--- src/stt_pkg.sv ---
package stt_pkg;

   typedef enum logic [1:0] {
      OP_ADD_ONESHOT  = 2'd0,
      OP_ADD_PERIODIC = 2'd1,
      OP_DELETE       = 2'd2,
      OP_TICK         = 2'd3
   } op_type;

   localparam logic [1:0] STATUS_OK        = 2'd0;
   localparam logic [1:0] STATUS_FULL      = 2'd1;
   localparam logic [1:0] STATUS_NOT_FOUND = 2'd2;

   localparam logic KIND_STATUS = 1'b0;
   localparam logic KIND_EXPIRY = 1'b1;

   localparam int MAX_RESULTS = 16;
   localparam int CNT_BITS    = $clog2(MAX_RESULTS + 1);

   typedef struct packed {
      logic       kind;
      logic [1:0] status;
      logic [7:0] fired_task;
      logic [7:0] fired_event;
      logic       fired_periodic;
      logic       last;
   } rsp_type;

   function automatic rsp_type status_rsp(input logic [1:0] code);
      rsp_type r;
      r                = '0;
      r.kind           = KIND_STATUS;
      r.status         = code;
      r.last           = 1'b1;
      return r;
   endfunction

endpackage

--- src/stt_ram.sv ---
module stt_ram #(
   parameter int DEPTH = 16,
   parameter int WIDTH = 8,
   localparam int ADDR_BITS = (DEPTH > 1) ? $clog2(DEPTH) : 1
) (
   input  logic                 clock,
   input  logic                 wr_en,
   input  logic [ADDR_BITS-1:0] wr_addr,
   input  logic [WIDTH-1:0]     wr_data,
   input  logic                 rd_en,
   input  logic [ADDR_BITS-1:0] rd_addr,
   output logic [WIDTH-1:0]     rd_data
);

   logic [WIDTH-1:0] mem [DEPTH];
   logic [WIDTH-1:0] rd_data_ff;

   always_ff @(posedge clock) begin
      if (wr_en) begin
         mem[wr_addr] <= wr_data;
      end
      if (rd_en) begin
         rd_data_ff <= mem[rd_addr];
      end
   end

   assign rd_data = rd_data_ff;

endmodule

--- src/stt_rsp_reg.sv ---
module stt_rsp_reg (
   input  logic             clock,
   input  logic             reset,
   input  logic             push_valid,
   input  stt_pkg::rsp_type push_data,
   output logic             push_ready,
   output logic             rsp_valid,
   input  logic             rsp_ready,
   output logic             rsp_kind,
   output logic [1:0]       rsp_status,
   output logic [7:0]       rsp_fired_task,
   output logic [7:0]       rsp_fired_event,
   output logic             rsp_fired_periodic,
   output logic             rsp_last
);
   import stt_pkg::*;

   logic    valid_ff;
   logic    valid_in;
   rsp_type data_ff;

   assign push_ready = !valid_ff || rsp_ready;

   always_comb begin
      valid_in = valid_ff;
      if (push_valid && push_ready) begin
         valid_in = 1'b1;
      end else if (rsp_ready) begin
         valid_in = 1'b0;
      end
   end

   always_ff @(posedge clock) begin
      if (push_valid && push_ready) begin
         data_ff <= push_data;
      end
      if (reset) begin
         valid_ff <= 1'b0;
      end else begin
         valid_ff <= valid_in;
      end
   end

   assign rsp_valid          = valid_ff;
   assign rsp_kind           = data_ff.kind;
   assign rsp_status         = data_ff.status;
   assign rsp_fired_task     = data_ff.fired_task;
   assign rsp_fired_event    = data_ff.fired_event;
   assign rsp_fired_periodic = data_ff.fired_periodic;
   assign rsp_last           = data_ff.last;

endmodule

--- src/stt_engine.sv ---
module stt_engine #(
   parameter int TIMER_SLOTS   = 16,
   parameter int INTERVAL_BITS = 32
) (
   input  logic             clock,
   input  logic             reset,
   input  logic             req_valid,
   output logic             req_ready,
   input  stt_pkg::op_type  req_operation,
   input  logic [7:0]       req_task_id,
   input  logic [7:0]       req_event_req,
   input  logic [31:0]      req_interval,
   output logic             push_valid,
   output stt_pkg::rsp_type push_data,
   input  logic             push_ready
);
   import stt_pkg::*;

   localparam int IW = (TIMER_SLOTS > 1) ? $clog2(TIMER_SLOTS) : 1;
   localparam int IB = INTERVAL_BITS;
   localparam int TW = 17 + 2 * IB;

   typedef enum logic [1:0] {
      ST_IDLE,
      ST_WALK,
      ST_ALLOC,
      ST_FLUSH
   } state_type;

   state_type            state_ff, state_in;
   op_type               op_ff, op_in;
   logic [7:0]           task_ff, task_in;
   logic [7:0]           event_ff, event_in;
   logic [IB-1:0]        ivl_ff, ivl_in;
   logic [TIMER_SLOTS-1:0] valid_ff, valid_in;
   logic [IW-1:0]        head_ff, head_in;
   logic [IW-1:0]        tail_ff, tail_in;
   logic                 empty_ff, empty_in;
   logic [IW-1:0]        cur_ff, cur_in;
   logic [IW-1:0]        prev_ff, prev_in;
   logic                 prev_none_ff, prev_none_in;
   rsp_type              pend_ff, pend_in;
   logic                 pend_valid_ff, pend_valid_in;
   logic [CNT_BITS-1:0]  cnt_ff, cnt_in;

   logic          rd_en;
   logic [IW-1:0] rd_addr;
   logic          tm_wr_en;
   logic [IW-1:0] tm_wr_addr;
   logic [TW-1:0] tm_wr_data;
   logic [TW-1:0] tm_rd_data;
   logic          lk_wr_en;
   logic [IW-1:0] lk_wr_addr;
   logic [IW-1:0] lk_wr_data;
   logic [IW-1:0] nxt;

   logic [7:0]    rd_task;
   logic [7:0]    rd_event;
   logic          rd_per;
   logic [IB-1:0] rd_ivl;
   logic [IB-1:0] rd_elapsed;
   logic [IB-1:0] elapsed_inc;
   logic [IB-1:0] new_elapsed;
   logic          at_end;
   logic          hit_valid;
   logic          match;
   logic          fire;
   logic          capture;
   logic          do_unlink;
   logic          do_advance;
   logic          walk_done;
   logic [IW-1:0] free_idx;
   logic          table_full;

   stt_ram #(.DEPTH(TIMER_SLOTS), .WIDTH(TW)) u_timer_ram (
      .clock   (clock),
      .wr_en   (tm_wr_en),
      .wr_addr (tm_wr_addr),
      .wr_data (tm_wr_data),
      .rd_en   (rd_en),
      .rd_addr (rd_addr),
      .rd_data (tm_rd_data)
   );

   stt_ram #(.DEPTH(TIMER_SLOTS), .WIDTH(IW)) u_link_ram (
      .clock   (clock),
      .wr_en   (lk_wr_en),
      .wr_addr (lk_wr_addr),
      .wr_data (lk_wr_data),
      .rd_en   (rd_en),
      .rd_addr (rd_addr),
      .rd_data (nxt)
   );

   assign {rd_task, rd_event, rd_per, rd_ivl, rd_elapsed} = tm_rd_data;

   assign at_end      = (cur_ff == tail_ff);
   assign hit_valid   = valid_ff[cur_ff];
   assign match       = hit_valid && (rd_task == task_ff) && (rd_event == event_ff);
   assign elapsed_inc = rd_elapsed + 1'b1;
   assign fire        = hit_valid && (elapsed_inc >= rd_ivl);
   assign capture     = fire && (cnt_ff < CNT_BITS'(MAX_RESULTS));
   assign new_elapsed = (fire && rd_per) ? '0 : elapsed_inc;

   always_comb begin
      free_idx   = '0;
      table_full = 1'b1;
      for (int i = TIMER_SLOTS - 1; i >= 0; i--) begin
         if (!valid_ff[i]) begin
            free_idx   = IW'(i);
            table_full = 1'b0;
         end
      end
   end

   assign req_ready = (state_ff == ST_IDLE);

   always_comb begin
      state_in      = state_ff;
      op_in         = op_ff;
      task_in       = task_ff;
      event_in      = event_ff;
      ivl_in        = ivl_ff;
      valid_in      = valid_ff;
      head_in       = head_ff;
      tail_in       = tail_ff;
      empty_in      = empty_ff;
      cur_in        = cur_ff;
      prev_in       = prev_ff;
      prev_none_in  = prev_none_ff;
      pend_in       = pend_ff;
      pend_valid_in = pend_valid_ff;
      cnt_in        = cnt_ff;
      rd_en         = 1'b0;
      rd_addr       = cur_ff;
      tm_wr_en      = 1'b0;
      tm_wr_addr    = cur_ff;
      tm_wr_data    = {rd_task, rd_event, rd_per, rd_ivl, new_elapsed};
      lk_wr_en      = 1'b0;
      lk_wr_addr    = prev_ff;
      lk_wr_data    = nxt;
      push_valid    = 1'b0;
      push_data     = pend_ff;
      do_unlink     = 1'b0;
      do_advance    = 1'b0;
      walk_done     = 1'b0;

      unique case (state_ff)
         ST_IDLE: begin
            if (req_valid) begin
               op_in         = req_operation;
               task_in       = req_task_id;
               event_in      = req_event_req;
               ivl_in        = IB'(req_interval);
               cur_in        = head_ff;
               prev_none_in  = 1'b1;
               cnt_in        = '0;
               pend_valid_in = 1'b0;
               if (empty_ff) begin
                  unique case (req_operation) inside
                     OP_ADD_ONESHOT, OP_ADD_PERIODIC: state_in = ST_ALLOC;
                     OP_DELETE: begin
                        pend_in       = status_rsp(STATUS_NOT_FOUND);
                        pend_valid_in = 1'b1;
                        state_in      = ST_FLUSH;
                     end
                     OP_TICK: state_in = ST_IDLE;
                  endcase
               end else begin
                  rd_en    = 1'b1;
                  rd_addr  = head_ff;
                  state_in = ST_WALK;
               end
            end
         end
         ST_WALK: begin
            unique case (op_ff) inside
               OP_ADD_ONESHOT, OP_ADD_PERIODIC: begin
                  if (match) begin
                     pend_in       = status_rsp(STATUS_OK);
                     pend_valid_in = 1'b1;
                     state_in      = ST_FLUSH;
                  end else if (at_end) begin
                     state_in = ST_ALLOC;
                  end else begin
                     do_advance = 1'b1;
                  end
               end
               OP_DELETE: begin
                  if (match) begin
                     do_unlink     = 1'b1;
                     pend_in       = status_rsp(STATUS_OK);
                     pend_valid_in = 1'b1;
                     state_in      = ST_FLUSH;
                  end else if (at_end) begin
                     pend_in       = status_rsp(STATUS_NOT_FOUND);
                     pend_valid_in = 1'b1;
                     state_in      = ST_FLUSH;
                  end else begin
                     do_advance = 1'b1;
                  end
               end
               OP_TICK: begin
                  if (!(capture && pend_valid_ff && !push_ready)) begin
                     tm_wr_en = hit_valid;
                     if (capture) begin
                        if (pend_valid_ff) begin
                           push_valid     = 1'b1;
                           push_data.last = 1'b0;
                        end
                        pend_in.kind           = KIND_EXPIRY;
                        pend_in.status         = STATUS_OK;
                        pend_in.fired_task     = rd_task;
                        pend_in.fired_event    = rd_event;
                        pend_in.fired_periodic = rd_per;
                        pend_in.last           = 1'b1;
                        pend_valid_in          = 1'b1;
                        cnt_in                 = cnt_ff + 1'b1;
                     end
                     if (fire && !rd_per) begin
                        do_unlink = 1'b1;
                        walk_done = 1'b1;
                     end else if (at_end) begin
                        walk_done = 1'b1;
                     end else begin
                        do_advance = 1'b1;
                     end
                     if (walk_done) begin
                        state_in = pend_valid_in ? ST_FLUSH : ST_IDLE;
                     end
                  end
               end
            endcase
         end
         ST_ALLOC: begin
            pend_valid_in = 1'b1;
            state_in      = ST_FLUSH;
            if (table_full) begin
               pend_in = status_rsp(STATUS_FULL);
            end else begin
               pend_in    = status_rsp(STATUS_OK);
               tm_wr_en   = 1'b1;
               tm_wr_addr = free_idx;
               tm_wr_data = {task_ff, event_ff, (op_ff == OP_ADD_PERIODIC), ivl_ff, {IB{1'b0}}};
               valid_in[free_idx] = 1'b1;
               if (empty_ff) begin
                  head_in  = free_idx;
                  empty_in = 1'b0;
               end else begin
                  lk_wr_en   = 1'b1;
                  lk_wr_addr = tail_ff;
                  lk_wr_data = free_idx;
               end
               tail_in = free_idx;
            end
         end
         ST_FLUSH: begin
            push_valid = 1'b1;
            if (push_ready) begin
               pend_valid_in = 1'b0;
               state_in      = ST_IDLE;
            end
         end
         default: state_in = ST_IDLE;
      endcase

      if (do_advance) begin
         prev_in      = cur_ff;
         prev_none_in = 1'b0;
         cur_in       = nxt;
         rd_en        = 1'b1;
         rd_addr      = nxt;
      end

      if (do_unlink) begin
         valid_in[cur_ff] = 1'b0;
         if (prev_none_ff) begin
            if (at_end) begin
               empty_in = 1'b1;
            end else begin
               head_in = nxt;
            end
         end else begin
            lk_wr_en   = 1'b1;
            lk_wr_addr = prev_ff;
            lk_wr_data = nxt;
         end
         if (at_end) begin
            tail_in = prev_ff;
         end
      end
   end

   always_ff @(posedge clock) begin
      op_ff        <= op_in;
      task_ff      <= task_in;
      event_ff     <= event_in;
      ivl_ff       <= ivl_in;
      head_ff      <= head_in;
      tail_ff      <= tail_in;
      cur_ff       <= cur_in;
      prev_ff      <= prev_in;
      prev_none_ff <= prev_none_in;
      pend_ff      <= pend_in;
      cnt_ff       <= cnt_in;
      if (reset) begin
         state_ff      <= ST_IDLE;
         valid_ff      <= '0;
         empty_ff      <= 1'b1;
         pend_valid_ff <= 1'b0;
      end else begin
         state_ff      <= state_in;
         valid_ff      <= valid_in;
         empty_ff      <= empty_in;
         pend_valid_ff <= pend_valid_in;
      end
   end

endmodule

--- src/software_timer_table_top.sv ---
// Channel   Direction  Handshake              Payload
// req       in         req_valid / req_ready  operation, task_id, event_req, interval
// rsp       out        rsp_valid / rsp_ready  kind, status, fired_task, fired_event,
//                                             fired_periodic, last
//
// One item at a time. The timer list is walked one slot per cycle, unless a stalled
// rsp channel holds it, from the slot memories (one read port, registered read).
// Reset empties the list and clears the slot valid bits; the memories are not cleared.
// A stalled rsp channel holds the walk only when a second expiry needs the output.
module software_timer_table_top #(
   parameter int TIMER_SLOTS   = 16,
   parameter int INTERVAL_BITS = 32
) (
   input  logic        clock,
   input  logic        reset,
   input  logic        req_valid,
   output logic        req_ready,
   input  logic [1:0]  req_operation,
   input  logic [7:0]  req_task_id,
   input  logic [7:0]  req_event_req,
   input  logic [31:0] req_interval,
   output logic        rsp_valid,
   input  logic        rsp_ready,
   output logic        rsp_kind,
   output logic [1:0]  rsp_status,
   output logic [7:0]  rsp_fired_task,
   output logic [7:0]  rsp_fired_event,
   output logic        rsp_fired_periodic,
   output logic        rsp_last
);
   import stt_pkg::*;

   logic    push_valid;
   logic    push_ready;
   rsp_type push_data;

   stt_engine #(
      .TIMER_SLOTS   (TIMER_SLOTS),
      .INTERVAL_BITS (INTERVAL_BITS)
   ) u_engine (
      .clock         (clock),
      .reset         (reset),
      .req_valid     (req_valid),
      .req_ready     (req_ready),
      .req_operation (op_type'(req_operation)),
      .req_task_id   (req_task_id),
      .req_event_req (req_event_req),
      .req_interval  (req_interval),
      .push_valid    (push_valid),
      .push_data     (push_data),
      .push_ready    (push_ready)
   );

   stt_rsp_reg u_rsp_reg (
      .clock              (clock),
      .reset              (reset),
      .push_valid         (push_valid),
      .push_data          (push_data),
      .push_ready         (push_ready),
      .rsp_valid          (rsp_valid),
      .rsp_ready          (rsp_ready),
      .rsp_kind           (rsp_kind),
      .rsp_status         (rsp_status),
      .rsp_fired_task     (rsp_fired_task),
      .rsp_fired_event    (rsp_fired_event),
      .rsp_fired_periodic (rsp_fired_periodic),
      .rsp_last           (rsp_last)
   );

endmodule

--- config.mk ---
export PLATFORM = sky130hd
export DESIGN_NAME = software_timer_table_top
export DESIGN_NICKNAME = d
export VERILOG_FILES = /design/src/stt_pkg.sv /design/src/stt_ram.sv /design/src/stt_rsp_reg.sv /design/src/stt_engine.sv /design/src/software_timer_table_top.sv
export SDC_FILE = /design/constraint.sdc
export NUM_CORES = 2
export LEC_CHECK = 0
export BUFFER_PORTS_ARGS = -buffer_cell sky130_fd_sc_hd__buf_4
export CAP_MARGIN = 30
export CORE_UTILIZATION = 27
export CTS_CLUSTER_DIAMETER = 40
export DETAILED_ROUTE_END_ITERATION = 10
export GPL_TIMING_DRIVEN = 0
export PLACE_DENSITY_LB_ADDON = 0.05
export SETUP_SLACK_MARGIN = 0.1
export SYNTH_ARGS = -nofsm -noshare
export SYNTH_HDL_FRONTEND = slang
export SYNTH_SLANG_ARGS = --single-unit
--- constraint.sdc ---
create_clock -name clock -period 12.55 [get_ports clock]
set_input_delay 2.51 -clock clock [delete_from_list [all_inputs] [get_ports clock]]
set_output_delay 2.51 -clock clock [all_outputs]
set_load 0.02 [all_outputs]
==> flow_summary.ini <==
[status]
status = complete, no violations

[clock_network]
cts_setup_buffers = 0
clockBufferDepth = 4
cts_tree = done
root_buffer = clkbuf_16
cts.sinks = 1579
postCtsResizedCells = 0
clk_latency_ns = 0.94
clk_pin_slew_ns = 0.05
holdBufCountCts = 0
htree_levels = 5
cts_buffers = 324

[global_routing]
grt_pass1_wl_um = 295900
grt_max_degree = 35
antenna_found_initial = 4
grt_usage = 0.1849
first_global_vias = 36310
overflow = 0

[setup_path]
worst-setup-path-type = flip-flop to flip-flop
crit_path_cell_trace = ha_1, nand2_1, or2_2, nor4_1, nand2_1, nor2_1, xor2_1, ha_1, nand4_1, nor4_1, nand2_1, a31oi_1, o31ai_2, buf_6, o21ai_4, mux2i_1, clkbuf_1, clkbuf_1, buf_2, mux2i_1, o22ai_1, or4_1
crit_fanout = 10
arrival_ns = 9.17
cp_slowest_cell = nor4_1
cp.required_ns = 13.13
worstSetupEndpointType = flip-flop
start_kind = flip-flop
crit_top_cell = nand2_1
max_stage_delay_ns = 0.87

[routing]
vias_per_cell = 4.677
routedWlPerCell_um = 28.51
routed_wl_um = 214900
ant_nets = 0
vias = 35270
drcViolationCount = 0
detailedRoute.firstPassIterationCount = 5
drt_iter0_drc = 2636

[logic_synthesis]
ys_seq_area_frac = 0.7620
synth_nets = 3683
synth-seq-cells = 1579
synth.avg_cell_area_um2 = 17.22
synth.largest_area_cell = edfxtp_1
synth_edf_count = 1549
synthCells = 3591
synth.area.top_cells = edfxtp_1, mux2i_1, o22ai_1, or4_1, nand2_1
synth_area_um2 = 61830
synth.distinct_cells = 57
ys_async_sr_fraction = 0
synth_ff_type = edfxtp_1
synthDominantCellAreaShare = 0.7523
yosysWarnings = 0

[final_layout]
fin_nets = 4384
drive_above_1_share = 0.2279
area_growth_pct = 30.07

[floorplan]
die_area_um2 = 230900
ios = 77
die_h_um = 480.5
core_um2 = 227500
row_count = 175
die_x_um = 480.5
start_util = 0.2718

[timing]
setup_viol = 0
fin_crit_sh = 0.6844
max_freq_mhz = 116.4
skew_ns = 0.07881
maxSlewHeadroom = 0.2309
rsz0062_at_grt = false
fin_crit_ns = 8.589
drv_slew = 0
finalHoldViolCount = 0
worstMarginPinSlew_ns = 1.151
fin_tns_setup_ns = 0

[power]
leakage_nw = 29.52
ir_drop_mv = 0.1525
powerDensity_nw_per_um2 = 292.4
finalPower_mw = 23.52

[placement]
hpwl_um = 149100
gp_congestion = 0.7351
io_buffers = 76

[flow_run]
max_cap_violations = 0

[hold_path]
holdCritPathClass = flip-flop to flip-flop
==> cells by family after synthesis <==
kind of cell / share of synthesized area
adder cells (fa/ha/maj): 0.007690
AO/OA/AOI/OAI: 0.05055
XOR/XNOR: 0.007507
multiplexers: 0.1138
AND/OR/NAND/NOR: 0.04108
buffers and inverters: 0.01740
flip-flops: 0.7620
==> where the power goes <==
group          leakage, nW  internal (mW)  total [mW]  switching, mW
logic                 10.1           2.30        7.40           5.10
clock network         5.17           5.73        8.55           2.82
registers             14.3           7.34        7.57          0.234
==> cells in the mapped netlist, types with 10 or more instances <==
library cell  number
edfxtp_1        1549
mux2i_1          686
o22ai_1          340
nand2_1          164
buf_2            101
or4_1             86
clkbuf_1          57
nor2_1            57
inv_1             56
o21ai_0           53
a21oi_1           44
ha_1              38
xnor2_1           38
nor2b_1           37
dfxtp_1           30
nor3_1            28
and3_1            25
nand3_1           20
nand4_1           19
a211oi_1          15
a31oi_1           15
xor2_1            15
buf_4             11
and2_1            10
buf_1             10
==> routing by layer <==
layer,part of all wire,GRT usage,vias to the layer above,wire length [µm]
li1,-,-,15830,-
met1,0.48,0.2612,18300,102900
met2,0.46,0.2928,809,98760
met3,0.039,0.02958,328,8316
met4,0.023,0.05003,0,4959
met5,0,0,-,0
==> sequential cells by signal, indices dropped and copies added (netlist names), 4 cells and up <==
name / cells
u_engine.u_timer_ram.mem: 1296
u_engine.u_timer_ram.rd_data: 81
u_engine.u_link_ram.mem: 64
u_engine.ivl_ff: 32
u_engine.push_data: 20
u_engine.valid_ff: 16
u_engine.event_ff: 8
u_engine.task_ff: 8
u_rsp_reg.rsp_fired_event: 8
u_rsp_reg.rsp_fired_task: 8
u_engine.cnt_ff: 5
u_engine.cur_ff: 4
u_engine.head_ff: 4
u_engine.prev_ff: 4
u_engine.tail_ff: 4
u_engine.u_link_ram.rd_data: 4
==> cells in the final DEF (no fill, tap or decap), types with 39 or more instances in the layout <==
cell type,Yosys,final
a21oi_1,44,43
buf_2,101,102
buf_4,11,139
buf_6,2,199
buf_8,0,46
bufinv_16,0,47
clkbuf_1,57,89
clkbuf_16,0,329
clkinv_2,0,45
clkinvlp_4,0,39
edfxtp_1,1549,1549
inv_1,56,55
mux2i_1,686,686
nand2_1,164,163
nor2_1,57,56
o22ai_1,340,340
or4_1,86,86
==> through the flow <==
step / worst slack [ns] / hold WS, ns / instance area, µm² / cells / util
2_1_floorplan: 2.584 / 0.4003 / 61830 / 3591 / -
3_3_place_gp: -10.77 / 0.4044 / 66170 / 6676 / 0.2908
3_5_place_dp: 3.979 / 0.4045 / 69580 / 6967 / 0.3058
4_1_cts: 3.987 / 0.4166 / 80350 / 7530 / 0.3532
5_1_grt: 3.442 / 0.4206 / 80420 / 7539 / 0.3535
6_report: 3.961 / 0.4134 / 80430 / 7540 / 0.3535
==> layout make-up <==
type | count | area [µm²]
clock buffers | 361 | 8353
fillers | 21430 | 147100
multi-input cells | 1774 | 13740
plain buffers | 181 | 862.1
flip-flops and latches | 1579 | 47120
well taps | 3009 | 3765
inverters | 57 | 216.5
clock inverters | 202 | 2417
repair buffers | 375 | 3950
diodes | 2 | 5.005
==> final timing paths <==
| path | slack (ns) | depth (start not counted) | start | endpoint |
|---|---|---|---|---|
| max | 3.96 | 22 | u_engine.u_timer_ram.rd_data[0] | u_engine.u_link_ram.rd_data[0] |
| min | 0.41 | 0 | u_engine.push_data[5] | u_rsp_reg.rsp_fired_event[3] |
| max reg2reg | 3.96 | 22 | u_engine.u_timer_ram.rd_data[0] | u_engine.u_link_ram.rd_data[0] |
| min reg2reg | 0.41 | 0 | u_engine.push_data[5] | u_rsp_reg.rsp_fired_event[3] |
==> critical path, delay by kind of cell (launching register included) <==
kind / cells / cell delay [ns]
xor gates and xnor gates: 1 / 0.49
and+or+nand+nor: 9 / 3.45
DFF: 1 / 0.57
muxes: 2 / 0.66
buffers and inverters: 4 / 1.77
adders and majority gates: 2 / 0.51
AOI/OAI and AO/OA: 4 / 0.81
Note: power is estimated with default switching activity, not from simulation.
